## src/rtl/core/ahdlc_pkg.sv

```systemverilog
package ahdlc_pkg;

  typedef logic [2:0] kind_t;
  typedef logic [1:0] phase_t;

  localparam kind_t KIND_DATA   = 3'd0;
  localparam kind_t KIND_GOOD   = 3'd1;
  localparam kind_t KIND_FCS    = 3'd2;
  localparam kind_t KIND_BADESC = 3'd3;
  localparam kind_t KIND_LONG   = 3'd4;

  localparam phase_t PH_HUNT  = 2'd0;
  localparam phase_t PH_FRAME = 2'd1;
  localparam phase_t PH_ESC   = 2'd2;

  localparam logic [7:0] FLAG_BYTE = 8'h7e;
  localparam logic [7:0] ESC_BYTE  = 8'h7d;
  localparam logic [7:0] ESC_FLAG  = 8'h5e;
  localparam logic [7:0] ESC_ESC   = 8'h5d;

  localparam logic [15:0] FCS_POLY = 16'h8408;
  localparam logic [15:0] FCS_SEED = 16'hffff;
  localparam logic [15:0] FCS_GOOD = 16'hf0b8;

  localparam logic [7:0] MAX_LEN_RST = 8'd94;

  function automatic logic [15:0] fcs_update(input logic [15:0] crc, input logic [7:0] b);
    logic [15:0] c;
    c = crc ^ {8'h00, b};
    for (int k = 0; k < 8; k++) begin
      if (c[0]) begin
        c = (c >> 1) ^ FCS_POLY;
      end else begin
        c = c >> 1;
      end
    end
    return c;
  endfunction

endpackage

```

## src/rtl/core/async_hdlc_deframer_fcs16.sv

```systemverilog
// Asynchronous HDLC receive deframer with 16-bit FCS check.
// Input channel: one raw line byte per beat on rx_byte_i (in_valid_i/in_ready_o).
// Output channel: one result per beat on data_byte_o, kind_o, last_o
// (out_valid_o/out_ready_i). Kind 0 carries a decoded byte; kinds 1 to 4 are
// end markers (good, FCS error, bad escape, too long) with last_o high.
// Bytes outside a frame, escape prefixes, opening and repeated flags give no beat.
// Path: each accepted beat is held in the input register, and its result is
// then written to the result register once that is free or being taken.
// Throughput: one input beat per cycle while results are taken, set by the
// byte-wide CRC update and escape decode between the two registers.
// Reset: both registers empty, hunting for an opening flag, FCS seeded to
// 0xFFFF, max_len 94. Outside reset, cfg_we_i writes max_len in the same edge.
// Stall: while out_ready_i is low and a result waits, the input register
// holds its byte and in_ready_o drops once it is full; nothing is lost.
module async_hdlc_deframer_fcs16 (
  input  logic                 clk_i,
  input  logic                 rst_ni,
  input  logic                 cfg_we_i,
  input  logic [7:0]           cfg_wdata_i,
  input  logic                 in_valid_i,
  output logic                 in_ready_o,
  input  logic [7:0]           rx_byte_i,
  output logic                 out_valid_o,
  input  logic                 out_ready_i,
  output logic [7:0]           data_byte_o,
  output ahdlc_pkg::kind_t     kind_o,
  output logic                 last_o
);
  import ahdlc_pkg::*;

  logic [7:0]  max_len_q;
  logic        s1_valid_q, s1_valid_d;
  logic [7:0]  s1_byte_q;
  phase_t      phase_q, phase_d;
  logic [7:0]  count_q, count_d;
  logic [15:0] crc_q, crc_d;
  logic        out_valid_q, out_valid_d;
  logic [7:0]  out_data_q;
  kind_t       out_kind_q;
  logic        out_last_q;

  logic        s1_adv;
  logic        res_valid;
  logic [7:0]  res_data;
  kind_t       res_kind;
  logic        res_last;
  logic [7:0]  take_byte;
  logic        take;

  assign s1_adv     = s1_valid_q && (!out_valid_q || out_ready_i);
  assign in_ready_o = !s1_valid_q || s1_adv;

  always_comb begin
    phase_d   = phase_q;
    count_d   = count_q;
    crc_d     = crc_q;
    res_valid = 1'b0;
    res_data  = 8'h00;
    res_kind  = KIND_DATA;
    res_last  = 1'b0;
    take      = 1'b0;
    take_byte = s1_byte_q;
    case (phase_q)
      PH_FRAME: begin
        if (s1_byte_q == FLAG_BYTE) begin
          if (count_q != 8'd0) begin
            res_valid = 1'b1;
            res_last  = 1'b1;
            res_kind  = (crc_q == FCS_GOOD) ? KIND_GOOD : KIND_FCS;
            phase_d   = PH_HUNT;
          end
        end else if (count_q >= max_len_q) begin
          res_valid = 1'b1;
          res_last  = 1'b1;
          res_kind  = KIND_LONG;
          phase_d   = PH_HUNT;
        end else if (s1_byte_q == ESC_BYTE) begin
          phase_d = PH_ESC;
        end else begin
          take = 1'b1;
        end
      end
      PH_ESC: begin
        if (s1_byte_q == ESC_FLAG) begin
          take      = 1'b1;
          take_byte = FLAG_BYTE;
        end else if (s1_byte_q == ESC_ESC) begin
          take      = 1'b1;
          take_byte = ESC_BYTE;
        end else begin
          res_valid = 1'b1;
          res_last  = 1'b1;
          res_kind  = KIND_BADESC;
          phase_d   = PH_HUNT;
        end
      end
      default: begin
        if (s1_byte_q == FLAG_BYTE) begin
          phase_d = PH_FRAME;
          count_d = 8'd0;
          crc_d   = FCS_SEED;
        end else begin
          phase_d = PH_HUNT;
        end
      end
    endcase
    if (take) begin
      crc_d     = fcs_update(crc_q, take_byte);
      count_d   = count_q + 8'd1;
      phase_d   = PH_FRAME;
      res_valid = 1'b1;
      res_data  = take_byte;
    end
  end

  always_comb begin
    s1_valid_d = s1_valid_q;
    if (in_valid_i && in_ready_o) begin
      s1_valid_d = 1'b1;
    end else if (s1_adv) begin
      s1_valid_d = 1'b0;
    end
    out_valid_d = out_valid_q;
    if (s1_adv) begin
      out_valid_d = res_valid;
    end else if (out_ready_i) begin
      out_valid_d = 1'b0;
    end
  end

  always_ff @(posedge clk_i or negedge rst_ni) begin
    if (!rst_ni) begin
      max_len_q   <= MAX_LEN_RST;
      s1_valid_q  <= 1'b0;
      phase_q     <= PH_HUNT;
      count_q     <= 8'd0;
      crc_q       <= FCS_SEED;
      out_valid_q <= 1'b0;
    end else begin
      if (cfg_we_i) begin
        max_len_q <= cfg_wdata_i;
      end
      s1_valid_q  <= s1_valid_d;
      out_valid_q <= out_valid_d;
      if (s1_adv) begin
        phase_q <= phase_d;
        count_q <= count_d;
        crc_q   <= crc_d;
      end
    end
  end

  always_ff @(posedge clk_i) begin
    if (in_valid_i && in_ready_o) begin
      s1_byte_q <= rx_byte_i;
    end
    if (s1_adv && res_valid) begin
      out_data_q <= res_data;
      out_kind_q <= res_kind;
      out_last_q <= res_last;
    end
  end

  assign out_valid_o = out_valid_q;
  assign data_byte_o = out_data_q;
  assign kind_o      = out_kind_q;
  assign last_o      = out_last_q;

  a_last_marks_end: assert property (@(posedge clk_i) disable iff (!rst_ni)
    out_valid_q |-> (out_last_q == (out_kind_q != KIND_DATA)))
    else $error("last flag disagrees with result kind");

  a_marker_no_data: assert property (@(posedge clk_i) disable iff (!rst_ni)
    (out_valid_q && out_kind_q != KIND_DATA) |-> (out_data_q == 8'h00))
    else $error("end marker carries nonzero data");

  a_phase_code: assert property (@(posedge clk_i) disable iff (!rst_ni)
    phase_q != 2'd3)
    else $error("unused phase code reached");

  a_end_hunts: assert property (@(posedge clk_i) disable iff (!rst_ni)
    (s1_adv && res_valid && res_last) |=> (phase_q == PH_HUNT))
    else $error("block did not hunt after an end marker");

  a_stall_full: assert property (@(posedge clk_i) disable iff (!rst_ni)
    !in_ready_o |-> (s1_valid_q && out_valid_q && !out_ready_i))
    else $error("input stalled without a waiting result");

endmodule
```

## config.mk

```make
export PLATFORM = sky130hd
export DESIGN_NAME = async_hdlc_deframer_fcs16
export DESIGN_NICKNAME = d
export VERILOG_FILES = /design/src/rtl/core/ahdlc_pkg.sv /design/src/rtl/core/async_hdlc_deframer_fcs16.sv
export SDC_FILE = /design/constraint.sdc
export NUM_CORES = 1
export LEC_CHECK = 0
export ABC_AREA = 1
export BUFFER_PORTS_ARGS = -buffer_cell sky130_fd_sc_hd__buf_2
export CORE_MARGIN = 4
export CORE_UTILIZATION = 30
export DETAILED_ROUTE_END_ITERATION = 10
export PLACE_DENSITY = 0.59
export SYNTH_ARGS = -nofsm -noshare
export SYNTH_HDL_FRONTEND = slang
export SYNTH_SLANG_ARGS = --single-unit
```

## constraint.sdc

```tcl
create_clock -name clk_i -period 2.46 [get_ports clk_i]
set_clock_uncertainty 0.2 [all_clocks]
set_input_delay 0.123 -clock clk_i [delete_from_list [all_inputs] [get_ports clk_i]]
set_output_delay 0.123 -clock clk_i [all_outputs]
set_load 0.01 [all_outputs]
```

# ---- Word-level counts from Yosys, hierarchy flattened
# Index checks and enable logic that the tools add are counted.
dict set report word_totals {
  inputBits 21
  elab_cells 104
  out_inout_bits 14
  reg_bits 56
}
dict set report classes {
  add_sub_neg 1
  reduce_logical 14
  n_lt_le_gt_ge 1
  muxes 57
  eq_ne 12
  bitwise_logic 9
}
# op count
set ops {}
lappend ops {{16-bit two-way mux} 18}
lappend ops {{8-bit two-way mux} 6}
lappend ops {{8-bit by 7-bit == test with 1-bit output, second input constant} 4}
lappend ops {{2-bit inverter with 3-bit output} 8}
lappend ops {{2-bit two-way mux} 11}
lappend ops {{16-bit == test, second input constant} 1}
lappend ops {{1-bit two-way mux} 16}
lappend ops {{16-bit by 8-bit XOR with 16-bit output} 1}
lappend ops {{8-bit by 1-bit adder with 8-bit output, second input constant} 1}
lappend ops {{8-bit >= comparator} 1}
lappend ops {{8-bit nonzero test} 1}
lappend ops {{3-bit two-way mux} 2}
lappend ops {{3-bit inequality test, second input constant} 2}
lappend ops {{3-bit case mux with 2 select lines} 1}
lappend ops {{2-bit nonzero test} 3}
lappend ops {{5-bit inequality test, second input constant} 1}
lappend ops {{5-bit AND reduction} 1}
lappend ops {{4-bit inequality test, second input constant} 1}
lappend ops {{1-bit case mux with 2 select lines} 2}
lappend ops {{2-bit case mux with 2 select lines} 1}
lappend ops {{1-bit logical AND} 3}
lappend ops {{3-bit AND reduction} 1}
lappend ops {{2-bit by 1-bit == test with 1-bit output, second input constant} 1}
lappend ops {{2-bit == test, second input constant} 1}
lappend ops {{4 further kinds} 6}

# ---- Logic depth before layout (Yosys ltp)
# Gate-level depths: netlist of the first run.
dict set report logic_depth {
  ltp_word 29
  mapped_depth 17
  mapped_depth_nobuf 16
}

# ---- Least setup slack after synthesis of the first run
# No wires, ideal clock.
dict set report synth_timing {
  path_kind {reg-to-reg}
  startpoint {register max_len_q[1]}
  endpoint {register out_data_q[0], in the netlist data_byte_o[0], enable pin}
  required_ps 1916
  synth_period_minus_slack_ps 2417
  stages_incl_launch_ff 16
  path_buffers 0
  t_arrival_ps 1873
  path_slack_ps 43
  setup_ps 344
  cell_sequence {dfstp_2 -> inv_1 -> ha_1 -> nand2_1 -> nand2_1 -> nand2_1 -> nand2_1 -> nand2_1 -> nand3_1 -> nor2_2 -> nand2_1 -> nand2_2 -> inv_2 -> nand2_1 -> nand2_1 -> inv_1}
}
dict set report synth_between {
  elab_chain_cells 6
  elab_cells_between_ends 9
  cone_classes {1 x order compare; 7 x mux; 1 x reduce/logical}
}
# element line_no
set synth_lines {}
lappend synth_lines {{start: declaration} async_hdlc_deframer_fcs16.sv:31} ;# logic [7:0] max_len_q;
lappend synth_lines {{start signal: assignment} async_hdlc_deframer_fcs16.sv:141} ;# max_len_q <= cfg_wdata_i;
lappend synth_lines {{8-bit >= comparator *} async_hdlc_deframer_fcs16.sv:72} ;# end else if (count_q >= max_len_q) begin
lappend synth_lines {{1-bit two-way mux} async_hdlc_deframer_fcs16.sv:72}
lappend synth_lines {{1-bit two-way mux} async_hdlc_deframer_fcs16.sv:65} ;# if (s1_byte_q == FLAG_BYTE) begin
lappend synth_lines {{1-bit case mux with 2 select lines} async_hdlc_deframer_fcs16.sv:63} ;# case (phase_q)
lappend synth_lines {{1-bit two-way mux *} async_hdlc_deframer_fcs16.sv:107} ;# if (take) begin
lappend synth_lines {{1-bit logical AND *} async_hdlc_deframer_fcs16.sv:157} ;# if (s1_adv && res_valid) begin
lappend synth_lines {{end signal: assignment} async_hdlc_deframer_fcs16.sv:158} ;# out_data_q <= res_data;
lappend synth_lines {{end: declaration} async_hdlc_deframer_fcs16.sv:38} ;# logic [7:0] out_data_q;
# Mark *: on every way between the ends. The rest lies on a longest branch, timed or not.
# A chain may end at the register's enable or synchronous reset.

# ---- Worst setup path after layout of the first run
dict set report layout_timing {
  startpoint {register max_len_q[6]}
  endpoint {register out_data_q[6], in the netlist data_byte_o[6], enable pin}
}
# The elaborated chain is that of the path after synthesis.

==> summary.md, run 1 <==
| Metric | Value |
|---|---|
| Status | `finished, final reports clean` |
| Hold Path Class | `input port to flop` |
| Worst-path cell chain | `inv_1 > ha_4 > nand2_2 > nor2_4 > nand4_1 > nand3_4 > o21ai_2 > nand2_1 > nand2_2 > nand2_2 > nand2_4 > inv_4 > clkbuf_16` |
| Crit. End Element | `flop` |
| Chip width | `110 um` |
| Drt first pass iters | `4` |
| Clock sink total | `56` |
| Final Wtd Congestion | `0.863` |
| Synth Area in Compound Gates | `0.0283` |
| Max Cap Viol | `0` |
| FF-to-FF path depth | `13` |
| Post-synth top area share | `0.194` |
| Via-to-Cell Ratio | `4.38` |
| Post-synthesis adder-cell area fraction | `0.0485` |
| Clock transition at path regs | `0.10 ns` |
| Most frequent CP cell | `nand2_2` |
| Top cell type by total area after synthesis | `edfxtp_1` |
| Fin. max-slew vios | `0` |
| Critical Setup Path Class | `flop to flop` |
| Layout cell share with drive strength beyond 1 | `0.268` |
| Die height | `110 um` |
| Most common cell after layout, fill and taps aside | `nand2_1` |
| Setup-failing EPs final | `0` |
| Reg-to-Reg Start | `max_len_q[6]$_DFFE_PN1P_` |
| Synth unique cells | `30` |
| Core Footprint | `0.00991 mm2` |
| Worst reg2reg endpoint | `data_byte_o[6]$_SDFFCE_PP0P_` |
| Pleak | `1.87 nW` |
| Mux cell area share after synthesis | `0.00364` |
| Final net count | `483` |
| Worst Hold Launch | `cfg_we_i` |
| Sequential area share after synthesis | `0.494` |
| Hold_ws | `0.0283 ns` |
| Mapped Cells | `366` |
| Post-route cell area | `0.00408 mm2` |
| First-pass GRT wire length | `11.4 mm` |
| Setup crit start kind | `flop` |
| DRT iter0 DRCs | `101` |
| Worst-Margin Slew | `0.825 ns` |
| Initial antenna violation count | `0` |
| Synth warn | `0` |
| Detailed Place HPWL | `4.79 mm` |
| Final min period | `2.40 ns` |
| CTS H-tree depth | `2` |
| Max VDD drop | `225 uV` |
| Vias in the first global route | `2567` |
| Pwr/cell area | `478 mW/mm2` |
| Crit-path slowest cell | `dfstp_2` |
| Synth Cell Area | `0.00309 mm2` |
| Mapped Nets | `399` |
| Root buf cell | `clkbuf_8` |
| Worst-path fanout max | `6` |
| Avg Cell Area, Syn | `8.45 um2` |
| Vias | `2555` |
| Buf+Inv Stages, Crit Path | `3` |
| IO Port Bufs | `34` |
| Area Overhead vs Synth | `31.9%` |
| Rel. slew slack | `0.450` |
| Largest net degree at the start of global routing | `37` |
| Clock Tree Buf Depth | `2` |
| Total power | `1.95 mW` |
| Reg-to-reg setup timing slack | `0.06 ns` |
| Overflow after GRT | `0` |
| Commonest non-fill, non-tap cells in the layout | `nand2_1, inv_1, dlygate4sd3_1, buf_2, nor2_1` |
| Initial core utilization | `0.312` |
| Hold Path End | `max_len_q[5]$_DFFE_PN0P_` |
| Row count | `36` |
| CTS tree | `built` |
| Final period util | `0.974` |
| Number of remaining DRC errors | `0` |
| Final Hold Viols | `0` |
| Die ar. | `0.0120 mm2` |
| Largest family of logic cells by synthesized area | `simple AND/OR/NAND/NOR gates` |
| Drt total wl | `6.91 mm` |
| Worst EP arrival | `2.24 ns` |
| Diode count | `0` |
| Fmax | `417 MHz` |
| Tot GR Track Use | `0.119` |
| Post-route ant nets | `0` |
| Wire per inst | `11.8 um` |
| Kind of cell adding the most delay to the critical path | `simple AND/OR/NAND/NOR gates` |
| Worst EP required | `2.30 ns` |
| Inserted Clock Buffers | `5` |
| Dominant cells by area after synthesis | `edfxtp_1, dfstp_2, nand2_1` |
| Post-Synth Simple-Gate Area | `0.280` |
| DP Area | `0.00349 mm2` |
| Yosys reg bits | `56` |
| Hold path depth | `2` |
| Maximum single-stage delay on the critical path | `0.53 ns` |
| IO Pins | `35` |
| Xor/xnor cell area share of the yosys netlist | `0.0651` |
| Clock Latency Late Sink | `0.31 ns` |
[power by group]
part	internal (mW)	switching [mW]
registers	1.05	0.0452
logic	0.169	0.183
clock network	0.203	0.303
total	1.42	0.531
[worst register-to-register path, stage by stage, from the launching register on]
cell and delay, ns:
dfstp_2 0.53, inv_1 0.06, ha_4 0.27, nand2_2 0.07
nor2_4 0.12, nand4_1 0.17, nand3_4 0.13, o21ai_2 0.08
nand2_1 0.08, nand2_2 0.06, nand2_2 0.09, nand2_4 0.05
inv_4 0.08, clkbuf_16 0.14
[sequential cells by signal (all words and copies together), names as in the netlist, 2 cells and up]
name	count
s1_byte_q	8
count_q	8
phase_q	2
kind_o	3
max_len_q	8
data_byte_o	8
crc_q	16
[metrics by stage]
stage,cells,worst slack (ns),TNS (ns),utilization
3_5_place_dp,538,-0.00155,-0.0117,0.352
3_3_place_gp,538,0.0413,0,0.352
6_report,584,0.0629,0,0.412
4_1_cts,581,0.0134,0,0.396
2_1_floorplan,366,0.0428,0,-
5_1_grt,584,-0.0555,-0.543,0.412
[final cells by class]
class / instances / area (um2)
multi-input cells: 254 / 1430
well taps: 133 / 166
clock inverters: 2 / 16.3
repair buffers: 86 / 688
inverters: 47 / 179
fillers: 1012 / 5830
flip-flops and latches: 56 / 1530
clock buffers: 6 / 72.6
[metal layers]
| layer | vias up | wire length [um] | track usage |
|---|---|---|---|
| li1 | 1310 | - | - |
| met4 | 0 | 53 | 0.0321 |
| met1 | 1203 | 3080 | 0.153 |
| met2 | 36 | 3560 | 0.204 |
| met3 | 6 | 222 | 0.0211 |
| met5 | - | 0 | 0 |
[Yosys cell counts]
library cell and n:
nand3_2 3, nand3_1 18, or2_2 4, buf_4 2, ha_1 12, nor3b_1 1, nor2_1 26, nand2_1 130
nand3b_1 1, nor2_2 1, clkbuf_1 2, nand2_4 1, xor2_1 11, xnor2_1 12, inv_1 44, nor3_1 1
buf_6 4, edfxtp_1 20, buf_2 1, dfstp_2 21, dfrtp_1 15, a21oi_1 5, nand4_1 10, nand2_2 3
nor4_1 1, a21o_1 1, o21ai_0 11, nor3_2 1, inv_2 3, mux2_2 1
[worst max path at each step]
| stage | start | endpoint | slack, ns | depth (start not counted) |
|---|---|---|---|---|
| finish | max_len_q[6]$_DFFE_PN1P_ | data_byte_o[6]$_SDFFCE_PP0P_ | 0.06 | 13 |
| global route | count_q[5]$_DFFE_PN0P_ | data_byte_o[7]$_SDFFCE_PP0P_ | -0.06 | 13 |
| CTS | max_len_q[3]$_DFFE_PN1P_ | data_byte_o[2]$_SDFFCE_PP0P_ | 0.01 | 16 |
| detailed placement | max_len_q[1]$_DFFE_PN1P_ | data_byte_o[2]$_SDFFCE_PP0P_ | -0.002 | 16 |
| global placement | max_len_q[3]$_DFFE_PN1P_ | data_byte_o[2]$_SDFFCE_PP0P_ | 0.04 | 16 |
| floorplan | max_len_q[1]$_DFFE_PN1P_ | data_byte_o[0]$_SDFFCE_PP0P_ | 0.04 | 15 |
[cell families (layout without fill, tap and decap cells)]
family | Yosys count | after routing
AOI/OAI and AO/OA | 17 | 17
xor gates and xnor gates | 23 | 23
adders and majority gates | 12 | 12
buffers and inverters | 56 | 141
DFF | 56 | 56
muxes | 1 | 1
and+or+nand+nor | 201 | 201
[timing repair]
| action | CTS | global route |
|---|---|---|
| endpoints found under the setup margin | 12 | 43 |
| endpoints found under the hold margin | 33 | 0 |
| resized for setup | 1 | 29 |
| hold buffers | 34 | 0 |
| setup buffers | 1 | 2 |
| pin swaps | 1 | 16 |
| cloned | 0 | 1 |
Note: power is estimated with default switching activity, not from simulation.
==> run 2, diff against run 1 <==
CORE_UTILIZATION = 53   (was 30)
PLACE_DENSITY = 0.87   (was 0.59)
SKIP_CTS_REPAIR_TIMING = 1   (was unset)
==> run 2 against run 1 <==
Non-clock buffer count down 8; flip-flop and latch count did not move; utilization is 30 points higher; the flow now finishes with violations (hold timing, setup timing); clock power is 1% higher; critical endpoint is now data_byte_o[5]$_SDFFCE_PP0P_; design area down 3.0%; die area is 41% lower; global-route usage grew 7.1 points; final cell count fell by 12%.
==> summary.md, run 2 (synthesized netlist as in run 1, its figures left out) <==
| Metric | Value |
|---|---|
| Clock sink total | `56` |
| Fin. max-slew vios | `0` |
| Vias | `2752` |
| Worst EP arrival | `2.37 ns` |
| Final Non-Filler Cells | `515` |
| Fmax | `397 MHz` |
| Maximum single-stage delay on the critical path | `0.42 ns` |
| Diode count | `0` |
| IO Pins | `35` |
| Most frequent CP cell | `nand2_2` |
| Clock Tree Buf Depth | `2` |
| Number of remaining DRC errors | `0` |
| Worst reg2reg endpoint | `data_byte_o[5]$_SDFFCE_PP0P_` |
| Final net count | `475` |
| Most common cell after layout, fill and taps aside | `nand2_1` |
| Die ar. | `0.00712 mm2` |
| Worst Hold Launch | `cfg_we_i` |
| Placed insts | `478` |
| Vias in the first global route | `2521` |
| Status | `finished, violations left` |
| Layout cell share with drive strength beyond 1 | `0.282` |
| Worst-path fanout max | `6` |
| Final period util | `1.02` |
| Chip width | `84.4 um` |
| Core Footprint | `0.00557 mm2` |
| Largest net degree at the start of global routing | `37` |
| RSZ-0062 raised after global routing | `true` |
| Crit-path slowest cell | `dfrtp_1` |
| CTS tree | `built` |
| Final Hold Viols | `4` |
| Final setup margin | `-0.0558 ns` |
| Final Wtd Congestion | `0.929` |
| Rel. slew slack | `0.447` |
| Clock transition at path regs | `0.10 ns` |
| Max reg flops | `16` |
| Reg-to-Reg Start | `count_q[5]$_DFFE_PN0P_` |
| Inserted Clock Buffers | `5` |
| Detailed Place HPWL | `4.91 mm` |
| Area Overhead vs Synth | `28.0%` |
| Hold path depth | `3` |
| Top reg by flops | `crc_q` |
| IO Port Bufs | `34` |
| Critical Setup Path Class | `flop to flop` |
| Via-to-Cell Ratio | `5.34` |
| Kind of cell adding the most delay to the critical path | `simple AND/OR/NAND/NOR gates` |
| Clock Latency Late Sink | `0.32 ns` |
| Hold_ws | `-0.0253 ns` |
| Commonest non-fill, non-tap cells in the layout | `nand2_1, inv_1, buf_2` |
| Overflow after GRT | `0` |
| Violations in the final reports | `hold timing, setup timing` |
| Hold Path End | `max_len_q[5]$_DFFE_PN0P_` |
| Root buf cell | `clkbuf_8` |
| Initial antenna violation count | `0` |
| Drt first pass iters | `7` |
| Final min period | `2.52 ns` |
| First-pass GRT wire length | `10.9 mm` |
| Initial core utilization | `0.555` |
| Worst EP required | `2.31 ns` |
| Sum Neg Setup Slack | `-0.485 ns` |
| DRT iter0 DRCs | `198` |
| Max Cap Viol | `0` |
| Setup-failing EPs final | `13` |
| Hold Path Class | `input port to flop` |
| Drt total wl | `8.00 mm` |
| Crit. End Element | `flop` |
| Post-route ant nets | `0` |
| Max VDD drop | `439 uV` |
| Wire per inst | `15.5 um` |
| Row count | `27` |
| Die height | `84.4 um` |
| Pwr/cell area | `494 mW/mm2` |
| Worst-path cell chain | `ha_1 > a21oi_1 > nor2_1 > nor2_2 > nand3_4 > nor2_4 > nand2_2 > nand2_2 > inv_2 > nand2_2 > nand2_2 > clkinvlp_4 > clkbuf_16` |
| Tot GR Track Use | `0.190` |
| Reg-to-reg setup timing slack | `-0.06 ns` |
| Setup crit start kind | `flop` |
| Pleak | `1.83 nW` |
| Worst-Margin Slew | `0.829 ns` |
| Buf+Inv Stages, Crit Path | `3` |
| CTS H-tree depth | `2` |
| FF-to-FF path depth | `13` |
[run 2: changes by cell type in the layout (fill, tap and decap cells not counted), moves of 2 or more]
cell,previous run,this run
buf_6,0,2
buf_4,15,13
inv_1,39,37
clkinvlp_4,1,3
dlygate4sd3_1,34,25
[run 2: power breakdown]
group | switching (mW) | internal, mW
Clock | 0.313 | 0.198
Combinational | 0.189 | 0.157
Sequential | 0.0490 | 1.05
Total | 0.552 | 1.40
[run 2: worst max path at each step]
stage	depth (start not counted)	from	end
2_1_floorplan	15	max_len_q[1]$_DFFE_PN1P_	data_byte_o[0]$_SDFFCE_PP0P_
3_3_place_gp	15	max_len_q[3]$_DFFE_PN1P_	data_byte_o[3]$_SDFFCE_PP0P_
3_5_place_dp	13	max_len_q[3]$_DFFE_PN1P_	data_byte_o[2]$_SDFFCE_PP0P_
4_1_cts	15	max_len_q[1]$_DFFE_PN1P_	data_byte_o[5]$_SDFFCE_PP0P_
5_1_grt	17	max_len_q[3]$_DFFE_PN1P_	count_q[5]$_DFFE_PN0P_
6_report	13	count_q[5]$_DFFE_PN0P_	data_byte_o[5]$_SDFFCE_PP0P_
[run 2: worst min-delay path, cell delays in order]
cell,delay [ns]
buf_2,0.18
nand2_1,0.09
o21ai_0,0.07
[run 2: routing by layer]
metal,up-vias,wire length (um),share of wire,track usage
li1,1294,-,-,-
met1,1327,2970,0.37,0.224
met2,104,4410,0.55,0.334
met3,27,417,0.052,0.0412
met4,0,205,0.026,0.0791
met5,-,0,0,0
[run 2: area by class of cell]
| class | instances | area [um2] |
|---|---|---|
| clock inverters | 3 | 18.8 |
| flip-flops and latches | 56 | 1530 |
| fillers | 408 | 1620 |
| multi-input cells | 254 | 1440 |
| inverters | 47 | 183 |
| clock buffers | 5 | 68.8 |
| repair buffers | 78 | 631 |
| well taps | 72 | 90.1 |
[run 2: metrics by stage]
stage,utilization,power (mW),setup WS [ns],cell area [um2]
after floorplan,-,1.32,0.0428,3090
after global placement,0.611,1.38,-0.0694,3410
after detailed placement,0.611,1.40,-0.242,3410
after CTS,0.627,1.89,-0.270,3490
after global routing,0.710,2.06,-0.171,3960
final,0.710,1.95,-0.0558,3960
==> run 3, diff against run 2 <==
HOLD_SLACK_MARGIN = 0.12   (was unset)
==> run 3 against run 2 <==
Worst hold slack improved by 0.26 ns; the run ends with setup timing left; wire length is 4.5% higher; sequential power hardly changed; final cell count up 1.9%; maximum frequency shrank 0.92%; count of clock-buffer cells in the layout stayed put; sequential share of layout area down 0.95 points; non-clock buffer count up 10; global-route usage is the same; utilization increased by 1.8 points; via count decreased by 1.3%.
==> summary.md, run 3 (synthesized netlist as in run 1, its figures left out) <==
| Metric | Value |
|---|---|
| Status | `finished, violations left` |
| Violations in the final reports | `setup timing` |
| Diode count | `0` |
| Fin. max-slew vios | `0` |
| Reg-to-reg setup timing slack | `-0.08 ns` |
| Sum Neg Setup Slack | `-0.747 ns` |
| Initial antenna violation count | `0` |
| Worst EP arrival | `2.39 ns` |
| RSZ-0062 raised after global routing | `true` |
| Max VDD drop | `444 uV` |
| Top reg by flops | `crc_q` |
| Largest net degree at the start of global routing | `37` |
| Core Footprint | `0.00557 mm2` |
| IO Pins | `35` |
| Hold_ws | `0.232 ns` |
| Layout cell share with drive strength beyond 1 | `0.276` |
| Worst reg2reg endpoint | `data_byte_o[5]$_SDFFCE_PP0P_` |
| IO Port Bufs | `34` |
| Most common cell after layout, fill and taps aside | `nand2_1` |
| Die ar. | `0.00712 mm2` |
| First-pass GRT wire length | `10.9 mm` |
| Crit. End Element | `flop` |
| Tot GR Track Use | `0.190` |
| Die height | `84.4 um` |
| Pwr/cell area | `486 mW/mm2` |
| Final setup margin | `-0.0792 ns` |
| Clock transition at path regs | `0.10 ns` |
| Commonest non-fill, non-tap cells in the layout | `nand2_1, inv_1, dlygate4sd3_1` |
| Critical Setup Path Class | `flop to flop` |
| Reg-to-Reg Start | `max_len_q[1]$_DFFE_PN1P_` |
| Chip width | `84.4 um` |
| Rel. slew slack | `0.446` |
| Drt first pass iters | `4` |
| Overflow after GRT | `0` |
| Post-route cell area | `0.00406 mm2` |
| DRT iter0 DRCs | `234` |
| Final net count | `485` |
| Setup-failing EPs final | `13` |
| Pleak | `1.87 nW` |
| Drt total wl | `8.35 mm` |
| CTS H-tree depth | `2` |
| Via-to-Cell Ratio | `5.17` |
| Number of remaining DRC errors | `0` |
| Clock Tree Buf Depth | `2` |
| Post-route ant nets | `0` |
| Clock sink total | `56` |
| FF-to-FF path depth | `16` |
| Final Non-Filler Cells | `525` |
| Area Overhead vs Synth | `31.2%` |
| Worst-path fanout max | `6` |
| Final period util | `1.03` |
| Hold Path Class | `input port to async pin` |
| Clock Latency Late Sink | `0.32 ns` |
| Placed insts | `478` |
| Initial core utilization | `0.555` |
| Worst EP required | `2.31 ns` |
| Worst-Margin Slew | `0.831 ns` |
| Inserted Clock Buffers | `5` |
| Detailed Place HPWL | `4.91 mm` |
| Row count | `27` |
| Final Wtd Congestion | `0.929` |
| Vias in the first global route | `2521` |
| DP Area | `0.00341 mm2` |
| CTS tree | `built` |
| Final min period | `2.54 ns` |
| Setup crit start kind | `flop` |
| Final Hold Viols | `0` |
| Max reg flops | `16` |
| Max Cap Viol | `0` |
| Wire per inst | `15.9 um` |
| Root buf cell | `clkbuf_8` |
| Fmax | `394 MHz` |
| Vias | `2716` |
[run 3: cell count changes in the layout (fill, tap and decap cells not counted), sizes merged]
| cell | delta |
|---|---|
| dlygate4sd3 | +10 |
[run 3: worst max path at each step]
stage	from	end	slack, ns	depth (start not counted)
floorplan	max_len_q[1]$_DFFE_PN1P_	data_byte_o[0]$_SDFFCE_PP0P_	0.04	15
global placement	max_len_q[3]$_DFFE_PN1P_	data_byte_o[3]$_SDFFCE_PP0P_	-0.07	15
detailed placement	max_len_q[3]$_DFFE_PN1P_	data_byte_o[2]$_SDFFCE_PP0P_	-0.24	13
finish	max_len_q[1]$_DFFE_PN1P_	data_byte_o[5]$_SDFFCE_PP0P_	-0.08	16
global route	max_len_q[3]$_DFFE_PN1P_	data_byte_o[5]$_SDFFCE_PP0P_	-0.16	16
CTS	max_len_q[1]$_DFFE_PN1P_	data_byte_o[5]$_SDFFCE_PP0P_	-0.27	15
[run 3: layout make-up]
type | count | area [um2]
sequential | 56 | 1530
timing repair buffer | 88 | 731
tap | 72 | 90.1
inverter | 47 | 183
multi-input combinational | 254 | 1440
clock buffer | 5 | 68.8
clock inverter | 3 | 18.8
fill | 379 | 1520
[run 3: report_power, final]
group	switching (mW)	internal (mW)	total, mW
Clock	0.310	0.197	0.507
Combinational	0.196	0.173	0.369
Sequential	0.0488	1.05	1.10
Total	0.554	1.42	1.97
[run 3: stage by stage]
stage | worst slack, ns | util | total power [mW]
after floorplan | 0.0428 | - | 1.32
after global placement | -0.0694 | 0.611 | 1.38
after detailed placement | -0.242 | 0.611 | 1.40
after CTS | -0.270 | 0.627 | 1.89
after global routing | -0.164 | 0.728 | 2.07
final | -0.0792 | 0.728 | 1.97
[run 3: layer usage]
metal,vias up,track usage,part of all wire,routed length [um]
met5,-,0,0,0
met4,0,0.0791,0.024,203
met3,22,0.0412,0.042,350
met2,88,0.334,0.56,4680
met1,1294,0.224,0.37,3120
li1,1312,-,-,-
[run 3: worst max-delay path, stage by stage, from the launching register on]
cell	delay, ns
dfstp_2	0.55
inv_2	0.05
ha_4	0.21
nand2_2	0.06
nand2_2	0.05
nand2_2	0.07
nand2_2	0.05
nand2_2	0.09
nand3_4	0.13
nor2_4	0.16
nand2_2	0.08
nand2_2	0.09
inv_2	0.06
nand2_2	0.05
nand2_2	0.07
clkinvlp_4	0.14
clkbuf_16	0.16
